File: src/sv/cksm_pkg.sv
// Package for the chroma key soft mask block: widths, register indexes,
// the configuration struct and the per-item flag struct. No dependencies.
package cksm_pkg;

  localparam int unsigned ChanW   = 8;
  localparam int unsigned DistW   = 18;
  localparam int unsigned HardW   = 9;
  localparam int unsigned SoftW   = 10;
  localparam int unsigned RootW   = 17;
  localparam int unsigned NumW    = 26;
  localparam int unsigned CfgIdxW = 3;
  localparam int unsigned CfgDatW = 10;

  localparam int unsigned SqrtStages = 6;
  localparam int unsigned SqrtBits   = 3;

  typedef enum logic [CfgIdxW-1:0] {
    REG_HARD   = 3'd0,
    REG_SOFT   = 3'd1,
    REG_SINGLE = 3'd2,
    REG_CHROMA = 3'd3,
    REG_KEY1   = 3'd4,
    REG_KEY2   = 3'd5,
    REG_KEY3   = 3'd6
  } reg_idx_t;

  typedef struct packed {
    logic [HardW-1:0] hard;
    logic [SoftW-1:0] soft_eff;
    logic             single;
    logic             chroma;
    logic [ChanW-1:0] key1;
    logic [ChanW-1:0] key2;
    logic [ChanW-1:0] key3;
  } cfg_t;

  typedef struct packed {
    logic zero;
    logic full;
  } flags_t;

endpackage

File: src/sv/cksm_dist.sv
// Distance front end: absolute differences, squares, then sum and threshold
// compares, three register stages. Depends on cksm_pkg.
module cksm_dist (
  input  logic                      clk,
  input  logic                      rst_n,
  input  cksm_pkg::cfg_t            cfg,
  input  logic                      in_vld,
  input  logic [cksm_pkg::ChanW-1:0] p1, p2, p3,
  input  logic [cksm_pkg::ChanW-1:0] b1, b2, b3,
  output logic                      out_vld,
  output logic [cksm_pkg::DistW-1:0] dsq,
  output cksm_pkg::flags_t          flags
);
  import cksm_pkg::*;

  logic             v1_r, v2_r, v3_r;
  logic [ChanW-1:0] a1_r, a2_r, a3_r;
  logic [ChanW-1:0] k1, k2, k3;
  logic [15:0]      s1_r, s2_r, s3_r;
  logic [17:0]      hh_r;
  logic [19:0]      ss_r;
  logic [DistW-1:0] d_nxt, d_r;
  flags_t           f_r;

  assign k1 = cfg.single ? cfg.key1 : b1;
  assign k2 = cfg.single ? cfg.key2 : b2;
  assign k3 = cfg.single ? cfg.key3 : b3;

  assign d_nxt = DistW'(s1_r) + DistW'(s2_r) + DistW'(s3_r);

  always_ff @(posedge clk) begin
    if (!rst_n) begin
      v1_r <= 1'b0;
      v2_r <= 1'b0;
      v3_r <= 1'b0;
    end else begin
      v1_r <= in_vld;
      v2_r <= v1_r;
      v3_r <= v2_r;
    end
    // The luma channel drops out of the distance in chroma-only mode.
    a1_r <= cfg.chroma ? '0 : ((p1 > k1) ? p1 - k1 : k1 - p1);
    a2_r <= (p2 > k2) ? p2 - k2 : k2 - p2;
    a3_r <= (p3 > k3) ? p3 - k3 : k3 - p3;
    s1_r <= 16'(a1_r) * 16'(a1_r);
    s2_r <= 16'(a2_r) * 16'(a2_r);
    s3_r <= 16'(a3_r) * 16'(a3_r);
    hh_r <= 18'(cfg.hard) * 18'(cfg.hard);
    ss_r <= 20'(cfg.soft_eff) * 20'(cfg.soft_eff);
    d_r  <= d_nxt;
    f_r.zero <= d_nxt <= hh_r;
    f_r.full <= 20'(d_nxt) >= ss_r;
  end

  assign out_vld = v3_r;
  assign dsq     = d_r;
  assign flags   = f_r;
endmodule

File: src/sv/cksm_sqrt.sv
// Pipelined digit-by-digit square root of dsq * 65536, three result bits
// per stage. Depends on cksm_pkg.
module cksm_sqrt (
  input  logic                       clk,
  input  logic                       rst_n,
  input  logic                       in_vld,
  input  logic [cksm_pkg::DistW-1:0] dsq,
  input  cksm_pkg::flags_t           in_flags,
  output logic                       out_vld,
  output logic [cksm_pkg::RootW-1:0] root,
  output cksm_pkg::flags_t           out_flags
);
  import cksm_pkg::*;

  localparam int unsigned VW = 2 * SqrtStages * SqrtBits;

  logic          vld_r  [SqrtStages];
  logic [19:0]   rem_r  [SqrtStages];
  logic [17:0]   root_r [SqrtStages];
  logic [VW-1:0] v_r    [SqrtStages];
  flags_t        flg_r  [SqrtStages];

  for (genvar s = 0; s < SqrtStages; s++) begin : g_stg
    logic          src_vld;
    logic [19:0]   src_rem, rem_nxt;
    logic [17:0]   src_root, root_nxt;
    logic [VW-1:0] src_v, v_nxt;
    flags_t        src_flg;

    if (s == 0) begin : g_first
      assign src_vld  = in_vld;
      assign src_rem  = '0;
      assign src_root = '0;
      assign src_v    = {(VW-DistW-16)'(0), dsq, 16'd0};
      assign src_flg  = in_flags;
    end else begin : g_next
      assign src_vld  = vld_r[s-1];
      assign src_rem  = rem_r[s-1];
      assign src_root = root_r[s-1];
      assign src_v    = v_r[s-1];
      assign src_flg  = flg_r[s-1];
    end

    always_comb begin
      logic [21:0] cand;
      logic [21:0] trial;
      rem_nxt  = src_rem;
      root_nxt = src_root;
      v_nxt    = src_v;
      for (int j = 0; j < SqrtBits; j++) begin
        cand  = {rem_nxt, v_nxt[VW-1 -: 2]};
        trial = {2'b00, root_nxt, 2'b01};
        if (cand >= trial) begin
          rem_nxt  = 20'(cand - trial);
          root_nxt = {root_nxt[16:0], 1'b1};
        end else begin
          rem_nxt  = cand[19:0];
          root_nxt = {root_nxt[16:0], 1'b0};
        end
        v_nxt = v_nxt << 2;
      end
    end

    always_ff @(posedge clk) begin
      if (!rst_n) begin
        vld_r[s] <= 1'b0;
      end else begin
        vld_r[s] <= src_vld;
      end
      rem_r[s]  <= rem_nxt;
      root_r[s] <= root_nxt;
      v_r[s]    <= v_nxt;
      flg_r[s]  <= src_flg;
    end
  end

  assign out_vld   = vld_r[SqrtStages-1];
  assign root      = root_r[SqrtStages-1][RootW-1:0];
  assign out_flags = flg_r[SqrtStages-1];
endmodule

File: src/sv/cksm_ramp.sv
// Ramp back end: offset and scale by 255, then an eight-bit quotient over
// two restoring division stages, then the final select. Depends on cksm_pkg.
module cksm_ramp (
  input  logic                       clk,
  input  logic                       rst_n,
  input  cksm_pkg::cfg_t             cfg,
  input  logic                       in_vld,
  input  logic [cksm_pkg::RootW-1:0] root,
  input  cksm_pkg::flags_t           in_flags,
  output logic                       out_vld,
  output logic [cksm_pkg::ChanW-1:0] mask
);
  import cksm_pkg::*;

  logic [RootW-1:0] base, diff;
  logic [NumW-1:0]  den, num_nxt, num_r;
  logic             v1_r, v2_r, v3_r;
  flags_t           f1_r, f2_r;
  logic [NumW-1:0]  rem_nxt, rem_r;
  logic [3:0]       qh_nxt, qh_r, ql_nxt;
  logic             ovf_r;
  logic [ChanW-1:0] mask_r;

  assign base = {cfg.hard, 8'd0};
  assign diff = (root > base) ? root - base : '0;
  assign num_nxt = NumW'({diff, 8'd0}) - NumW'(diff);
  assign den  = NumW'({SoftW'(cfg.soft_eff - SoftW'(cfg.hard)), 8'd0});

  always_comb begin
    rem_nxt = num_r;
    for (int k = 7; k >= 4; k--) begin
      if (rem_nxt >= (den << k)) begin
        rem_nxt = rem_nxt - (den << k);
        qh_nxt[k-4] = 1'b1;
      end else begin
        qh_nxt[k-4] = 1'b0;
      end
    end
  end

  always_comb begin
    logic [NumW-1:0] rm;
    rm = rem_r;
    for (int k = 3; k >= 0; k--) begin
      if (rm >= (den << k)) begin
        rm = rm - (den << k);
        ql_nxt[k] = 1'b1;
      end else begin
        ql_nxt[k] = 1'b0;
      end
    end
  end

  always_ff @(posedge clk) begin
    if (!rst_n) begin
      v1_r <= 1'b0;
      v2_r <= 1'b0;
      v3_r <= 1'b0;
    end else begin
      v1_r <= in_vld;
      v2_r <= v1_r;
      v3_r <= v2_r;
    end
    num_r <= num_nxt;
    f1_r  <= in_flags;
    rem_r <= rem_nxt;
    qh_r  <= qh_nxt;
    ovf_r <= {8'd0, num_r} >= {den, 8'd0};
    f2_r  <= f1_r;
    if (f2_r.zero) begin
      mask_r <= '0;
    end else if (f2_r.full || ovf_r) begin
      mask_r <= '1;
    end else begin
      mask_r <= {qh_r, ql_nxt};
    end
  end

  assign out_vld = v3_r;
  assign mask    = mask_r;
endmodule

File: src/sv/chroma_key_soft_mask.sv
// Top level of the chroma key soft mask: configuration registers and the
// distance, square root and ramp pipelines. Depends on cksm_pkg and the
// cksm_dist, cksm_sqrt and cksm_ramp modules.
//
//  channel  | handshake                | payload
//  ---------+--------------------------+--------------------------------------
//  input    | start, busy (always low) | in_pixel_c1..c3, in_backdrop_c1..c3
//  result   | out_valid strobe         | out_mask_value
//  config   | cfg_valid, cfg_ready     | cfg_index, cfg_data
//
// A new pixel is taken in every cycle; each result passes through three
// distance stages, six square-root stages of three bits each, and three
// ramp and division stages.
// The receiver cannot stall, so the pipeline always advances and busy is low.
// Reset clears the valid bits and loads the register defaults.
module chroma_key_soft_mask (
  input  logic                         clk,
  input  logic                         rst_n,
  input  logic                         start,
  output logic                         busy,
  input  logic [cksm_pkg::ChanW-1:0]   in_pixel_c1,
  input  logic [cksm_pkg::ChanW-1:0]   in_pixel_c2,
  input  logic [cksm_pkg::ChanW-1:0]   in_pixel_c3,
  input  logic [cksm_pkg::ChanW-1:0]   in_backdrop_c1,
  input  logic [cksm_pkg::ChanW-1:0]   in_backdrop_c2,
  input  logic [cksm_pkg::ChanW-1:0]   in_backdrop_c3,
  output logic                         out_valid,
  output logic [cksm_pkg::ChanW-1:0]   out_mask_value,
  input  logic                         cfg_valid,
  output logic                         cfg_ready,
  input  logic [cksm_pkg::CfgIdxW-1:0] cfg_index,
  input  logic [cksm_pkg::CfgDatW-1:0] cfg_data
);
  import cksm_pkg::*;

  logic [HardW-1:0] hard_r;
  logic [SoftW-1:0] soft_r;
  logic             single_r, chroma_r;
  logic [ChanW-1:0] key1_r, key2_r, key3_r;
  cfg_t             cfg;

  logic             d_vld, s_vld;
  logic [DistW-1:0] dsq;
  flags_t           d_flags, s_flags;
  logic [RootW-1:0] root;

  assign busy      = 1'b0;
  assign cfg_ready = 1'b1;

  // Register writes; an index beyond the list is ignored.
  always_ff @(posedge clk) begin
    if (!rst_n) begin
      hard_r   <= '0;
      soft_r   <= SoftW'(1);
      single_r <= 1'b1;
      chroma_r <= 1'b0;
      key1_r   <= '0;
      key2_r   <= '0;
      key3_r   <= '0;
    end else if (cfg_valid) begin
      unique case (cfg_index)
        REG_HARD:   hard_r   <= cfg_data[HardW-1:0];
        REG_SOFT:   soft_r   <= cfg_data;
        REG_SINGLE: single_r <= cfg_data[0];
        REG_CHROMA: chroma_r <= cfg_data[0];
        REG_KEY1:   key1_r   <= cfg_data[ChanW-1:0];
        REG_KEY2:   key2_r   <= cfg_data[ChanW-1:0];
        REG_KEY3:   key3_r   <= cfg_data[ChanW-1:0];
        default: ;
      endcase
    end
  end

  // A soft threshold not above the hard one acts as hard plus one.
  always_comb begin
    cfg.hard     = hard_r;
    cfg.soft_eff = (soft_r <= SoftW'(hard_r)) ? SoftW'(hard_r) + SoftW'(1) : soft_r;
    cfg.single   = single_r;
    cfg.chroma   = chroma_r;
    cfg.key1     = key1_r;
    cfg.key2     = key2_r;
    cfg.key3     = key3_r;
  end

  cksm_dist u_dist (
    .clk, .rst_n, .cfg,
    .in_vld (start && !busy),
    .p1 (in_pixel_c1), .p2 (in_pixel_c2), .p3 (in_pixel_c3),
    .b1 (in_backdrop_c1), .b2 (in_backdrop_c2), .b3 (in_backdrop_c3),
    .out_vld (d_vld), .dsq, .flags (d_flags)
  );

  cksm_sqrt u_sqrt (
    .clk, .rst_n,
    .in_vld (d_vld), .dsq, .in_flags (d_flags),
    .out_vld (s_vld), .root, .out_flags (s_flags)
  );

  cksm_ramp u_ramp (
    .clk, .rst_n, .cfg,
    .in_vld (s_vld), .root, .in_flags (s_flags),
    .out_vld (out_valid), .mask (out_mask_value)
  );

`ifndef SYNTHESIS
  // Every accepted transaction yields a result.
  a_latency_fwd : assert property (@(posedge clk) disable iff (!rst_n)
    (start && !busy) |-> ##12 out_valid) else $error("result missing");
  // No result appears without an earlier transaction.
  a_latency_bwd : assert property (@(posedge clk) disable iff (!rst_n)
    out_valid |-> $past(start, 12)) else $error("spurious result");
`endif
endmodule
File: config.mk
export PLATFORM = sky130hd
export DESIGN_NAME = chroma_key_soft_mask
export DESIGN_NICKNAME = d
export VERILOG_FILES = /design/src/sv/cksm_pkg.sv /design/src/sv/cksm_dist.sv /design/src/sv/cksm_sqrt.sv /design/src/sv/cksm_ramp.sv /design/src/sv/chroma_key_soft_mask.sv
export SDC_FILE = /design/constraint.sdc
export NUM_CORES = 2
export LEC_CHECK = 0
export BUFFER_PORTS_ARGS = -buffer_cell sky130_fd_sc_hd__buf_4
export CAP_MARGIN = 15
export CORE_UTILIZATION = 60
export CTS_BUF_LIST = sky130_fd_sc_hd__clkbuf_8
export CTS_CLUSTER_SIZE = 24
export DETAILED_ROUTE_END_ITERATION = 7
export PLACE_DENSITY = 0.91
export SLEW_MARGIN = 20
export SYNTH_ARGS = -nofsm -noshare
export SYNTH_HDL_FRONTEND = slang
export SYNTH_HIERARCHICAL = 1
export SYNTH_SLANG_ARGS = --single-unit
File: constraint.sdc
create_clock -name clk -period 13.8 [get_ports clk]
set_clock_uncertainty 0.05 [all_clocks]
set_input_delay 1.38 -clock clk [delete_from_list [all_inputs] [get_ports clk]]
set_output_delay 1.38 -clock clk [all_outputs]
set_load 0.005 [all_outputs]
After elaboration in Yosys (flattened, before gate mapping)

Memory sizes are Yosys's and may differ from the RTL's. A register that Yosys moved wholly into a read port is not among the register bits.
Cells that the tools add are included.

Add/sub/neg operators: 36
$mul: 5
Order comparisons: 33
Equality and inequality tests: 6
Multiplexer cells: 66
Bitwise logic cells: 6
Reductions and logical operators: 10

Operators with widths:

| operator                                         | count |
|---|---|
| 20-bit 2-to-1 mux                                | 17 |
| 22-bit by 20-bit >= comparator with 1-bit output | 15 |
| 20-bit subtractor                                | 15 |
| 26-bit 2-to-1 mux                                | 7 |
| 8-bit 2-to-1 mux                                 | 7 |
| 8-bit by 8-bit multiplier with 16-bit output     | 3 |
| 8-bit subtractor                                 | 6 |
| 1-bit 2-to-1 mux                                 | 33 |
| 26-bit by 18-bit >= comparator with 1-bit output | 1 |
| 26-bit by 19-bit >= comparator with 1-bit output | 1 |
| 26-bit by 20-bit >= comparator with 1-bit output | 1 |
| 26-bit by 21-bit >= comparator with 1-bit output | 1 |
| 26-bit by 22-bit >= comparator with 1-bit output | 1 |
| 26-bit by 23-bit >= comparator with 1-bit output | 1 |
| 26-bit by 24-bit >= comparator with 1-bit output | 1 |
| 26-bit by 25-bit >= comparator with 1-bit output | 1 |
| 26-bit >= comparator                             | 1 |
| 25-bit by 17-bit subtractor with 26-bit output   | 1 |
| 26-bit by 19-bit subtractor with 26-bit output   | 1 |
| 26-bit by 20-bit subtractor with 26-bit output   | 1 |
| 26-bit by 21-bit subtractor with 26-bit output   | 1 |
| 26-bit by 22-bit subtractor with 26-bit output   | 1 |
| 26-bit by 23-bit subtractor with 26-bit output   | 1 |
| 26-bit by 24-bit subtractor with 26-bit output   | 1 |
| other kinds (27)                                 | 43 |

Register bits: 247
Bits in writable memories: 426
Bits of input ports: 65
Output and inout port bits: 11
Word-level logic and storage cells: 197
Memories kept: 5

Memories:

| memory        | words | width | rd ports | clocked after memory_dff | wr ports | RTL line        | text |
|---|---|---|---|---|---|---|---|
| u_sqrt.v_r    | 6     | 30    | 5        | 0                        | 6        | cksm_sqrt.sv:20 | `logic [VW-1:0] v_r [SqrtStages];` |
| u_sqrt.rem_r  | 6     | 20    | 5        | 0                        | 6        | cksm_sqrt.sv:18 | `logic [19:0] rem_r [SqrtStages];` |
| u_sqrt.root_r | 6     | 18    | 6        | 0                        | 6        | cksm_sqrt.sv:19 | `logic [17:0] root_r [SqrtStages];` |
| u_sqrt.flg_r  | 6     | 2     | 6        | 1                        | 6        | cksm_sqrt.sv:21 | `flags_t flg_r [SqrtStages];` |
| u_sqrt.vld_r  | 6     | 1     | 6        | 1                        | 6        | cksm_sqrt.sv:17 | `logic vld_r [SqrtStages];` |

Depth between registers and ports, before layout

Depth after elaboration: 12
Gate-level depth with buffers: 69
Depth with buffers taken out: 68

Modules after synthesis

The synthesis kept the hierarchy.

By module, submodules not included:

| module               | instances | cells each | area an instance (µm²) | sequential area each (µm²) |
|---|---|---|---|---|
| cksm_dist            | 1         | 1,749      | 16,014.1               | 2,562.5 |
| cksm_sqrt            | 1         | 1,811      | 14,647.8               | 3,743.6 |
| cksm_ramp            | 1         | 1,084      | 8,376.8                | 1,441.4 |
| chroma_key_soft_mask | 1         | 265        | 2,189.6                | 900.9 |

Worst setup path before layout

OpenSTA, ideal clock, no wires.

Path kind: flip-flop to flip-flop
From: register hard_r[7]
To: register u_ramp.rem_r[25]
Setup time: 0.124 ns
Arrival: 13.237 ns
Required time: 13.626 ns
Setup slack: 0.389 ns
Stages on the path, launching flop included: 68
Buffers on the path: 1
Period minus slack after synthesis: 13.411 ns
Cell sequence: dfxtp_1 inv_1 ha_1 a21o_1 a211oi_2 o21ai_1 o21ai_4 mux2i_1 inv_1 ha_1 inv_1 fa_1 inv_1 ha_1 nor2b_1 o21ai_0 a21boi_0 o21a_1 (+32 left out) buf_2 nand2_1 o21ai_0 ha_1 a21o_1 a21o_1 and2_1 o21ai_0 nand2_1 and2_1 o21ai_0 nand2b_1 and2_1 o21ai_0 nand2b_1 a21oi_1 nand4_1 mux2i_1

RTL lines:

| what                   | RTL line                   | text |
|---|---|---|
| start, declared        | chroma_key_soft_mask.sv:36 | `logic [HardW-1:0] hard_r;` |
| start signal, assigned | chroma_key_soft_mask.sv:62 | `REG_HARD: hard_r <= cfg_data[HardW-1:0];` |
| end signal, assigned   | cksm_ramp.sv:66            | `rem_r <= rem_nxt;` |
| end, declared          | cksm_ramp.sv:19            | `logic [NumW-1:0] rem_nxt, rem_r;` |

==> metrics.md <==
| Metric | Value |
|---|---|
| Relative slew slack | `23.7%` |
| Share of cells above drive strength 1 | `7.89%` |
| Final period util | `92.2%` |
| Final core utilization | `65.8%` |
| Area of the multi-input gates | `30300 um^2` |
| Most used DFF post-synth | `dfxtp_1` |
| Area delta synth->final | `8.02%` |
| Sequential area share after synthesis | `21.0%` |
| Initial DRT Pass Iterations | `8` |
| Clock transition at path regs | `0.07 ns` |
| Starting Density | `61.0%` |
| Total track usage | `29.0%` |
| Most frequent cells in the layout | `inv_1 (530), ha_1 (524), dfxtp_1 (431), nand2_1 (421), a21oi_1 (312)` |
| Most common cell after layout, fill and taps aside | `inv_1` |
| Post-DRT Antenna Nets | `0` |
| Syn Inst Count | `4909` |
| DP Worst Slack | `-0.0128 ns` |
| Status | `completed` |
| TritonCTS Sinks | `432` |
| CTS H-tree depth | `3` |
| Tmin final | `12.72 ns` |
| DR DRC count | `0` |
| DR WL/cell | `17.2 um` |
| Core area | `67600 um^2` |
| TritonCTS Buffers | `71` |
| CP Launch Type | `flop` |
| Hold Crit Depth | `0` |
| Vias/cell | `6.05` |
| Critical path required time | `14.33 ns` |
| Register Area | `8650 um^2` |
| Max Clk Rate | `78.6 MHz` |
| CTS tree | `done` |
| Endpoint class of the critical path | `flop` |
| Setup TNS | `0 ns` |
| Die height | `264 um` |
| Via count | `35900` |
| Post-Synthesis Cell Area | `41200 um^2` |
| Asr flop ratio synth | `0%` |
| Max_cap viols | `0` |
| Most frequent CP cell | `o21ai_1` |
| Fin nets | `5783` |
| Post-synth EDFFs | `0` |
| Site Rows | `95` |
| RePlAce Congestion | `0.957` |
| Port Buffers | `73` |
| Yosys Warn Count | `6` |
| WP data arrival | `13.25 ns` |
| GRT overflow | `0` |
| Worst skew pair latency | `0.69 ns` |
| Slowest CP cell | `fa_1` |
| DRT iter0 DRCs | `2287` |
| Crit path largest cell delay | `0.53 ns` |
| Synth Register Bits | `432` |
| Number of global-route vias before repair | `36400` |
| Die area | `69800 um^2` |
| Final wirelength | `102000 um` |
| Final Hold Vio Count | `0` |
| Slew Viols, Final | `0` |
| # IOs | `76` |
| Worst Tran Pin Value | `1.14 ns` |
| First-pass GRT wire length | `170000 um` |
| Die W | `264 um` |
| Critical Path Fanout Max | `15` |
| Syn_area_per_cell | `8.40 um^2` |
| Antenna violations before repair | `1` |
| FF-to-FF path depth | `55` |
| Largest net degree at the start of global routing | `58` |
| CP Class | `flop to flop` |
| DP Wirelength | `79300 um` |
| Longest Clk Path Bufs | `3` |
| Number of distinct library cells after synthesis | `114` |
| Filler Cell Count | `5112` |
| Clk Tree Root Cell | `clkbuf_8` |
| Hold crit path type | `flop to flop` |
| Setup slack after layout | `1.08 ns` |
| Setup violations, final | `0` |
layout make-up:
class | count | share of cell area, %
Antenna cell | 2 | 0.0112
Clock buffer | 85 | 2.63
Clock inverter | 43 | 1.01
Inverter | 524 | 4.42
Multi-Input combinational cell | 3858 | 68.1
Sequential cell | 432 | 19.4
Tap cell | 873 | 2.45
Timing Repair Buffer | 114 | 1.92
cell families (layout without fill, tap and decap cells):
kind of cell	after synthesis	after routing	share of synthesized area, %
AO/OA/AOI/OAI	1181	1181	19.0
flip-flops	432	432	21.0
adder cells (fa/ha/maj)	723	723	25.4
multiplexers	129	129	3.34
AND/OR/NAND/NOR	1468	1468	18.1
other	5	11	0.0455
XOR/XNOR	348	348	7.39
buffers and inverters	623	766	5.79
metal layers:
metal / GRT usage [%] / vias to the layer above / routed length [um]
li1: - / 17400 / -
met1: 33.5 / 17000 / 41700
met2: 52.4 / 1174 / 50300
met3: 4.04 / 336 / 5220
met4: 14.3 / 0 / 4750
met5: 0 / - / 0
synth_stat cells, drive strengths merged, types with 10 or more instances:
cell type	count	area share (%)
a211o	15	0.32
dfxtp	432	21
mux2i	65	1.6
clkbuf	77	0.71
o21bai	26	0.47
o311ai	10	0.21
or3	41	0.63
o2111ai	12	0.25
and2	160	2.4
buf	22	0.31
nand2b	64	0.97
o41ai	10	0.21
nor2b	83	1.3
or2	35	0.53
a31oi	27	0.41
nand2	422	3.8
nand3b	12	0.22
nor3	88	1.1
a22oi	10	0.18
nand4	49	0.74
inv	520	4.7
o31a	12	0.25
a21boi	73	1.3
a211oi	40	0.76
xor2	122	2.6
o22ai	13	0.21
a21o	97	1.8
a21oi	321	4.0
nor4	47	0.76
fa	192	9.3
o31ai	43	0.86
a2111oi	20	0.50
nand3	90	1.1
ha	525	16
nor2	284	2.6
o211a	10	0.24
or4	22	0.43
o21ai	248	3.1
nor4b	12	0.32
o211ai	40	0.73
a221oi	12	0.29
xnor2	226	4.8
mux2	64	1.7
and3	25	0.38
o21a	73	1.3
flip-flops by register name (all words and copies together), names as in the netlist, 9 cells and up:
register and count:
u_sqrt/v_r 24, soft_r 10, u_dist/dsq 18, u_sqrt/root_r 57
hard_r 9, u_ramp/num_r 26, u_ramp/rem_r 26, u_sqrt/rem_r 88
u_dist/s3_r 15, u_dist/s2_r 15, u_dist/s1_r 15, u_sqrt/flg_r 12
u_dist/hh_r 17, u_dist/ss_r 19
timing repair:
action / in CTS / in global routing
pin swaps: 0 / 8
setup buffers: 0 / 7
endpoints found under the setup margin: 7 / 16
hold buffers: 0 / 0
gates resized for setup: 1 / 37
path summary, 6_finish.rpt:
path,startpoint,to,slack [ns]
worst max-delay path,hard_r[7]$_SDFFE_PN0P_,u_ramp/rem_r[13]$_DFF_P_,1.08
worst min-delay path,u_sqrt/v_r[1][17]$_DFF_P_,u_sqrt/v_r[2][23]$_DFF_P_,0.27
worst max register to register,hard_r[7]$_SDFFE_PN0P_,u_ramp/rem_r[13]$_DFF_P_,1.08
worst min register to register,u_sqrt/v_r[1][17]$_DFF_P_,u_sqrt/v_r[2][23]$_DFF_P_,0.27
critical path: cells and delay by family (launching register included):
| kind | cells | cell delay, ns |
|---|---|---|
| xor+xnor | 1 | 0.22 |
| fa+ha+maj | 6 | 2.02 |
| buf+inv | 5 | 0.65 |
| compound gates | 31 | 6.03 |
| simple gates | 7 | 1.47 |
| flops | 1 | 0.33 |
| mux | 5 | 1.86 |
stage by stage:
stage               hold WS (ns)  cells  instance area [um^2]
floorplan                  0.260   4913                 41200
global placement           0.261   5794                 42700
detailed placement         0.262   5794                 42700
CTS                        0.272   5922                 44400
global route               0.278   5930                 44500
finish                     0.274   5931                 44500
Power is left out: the tool's default activity adds up to more than one toggle a clock period on the data nets, which glitch-free logic cannot reach.
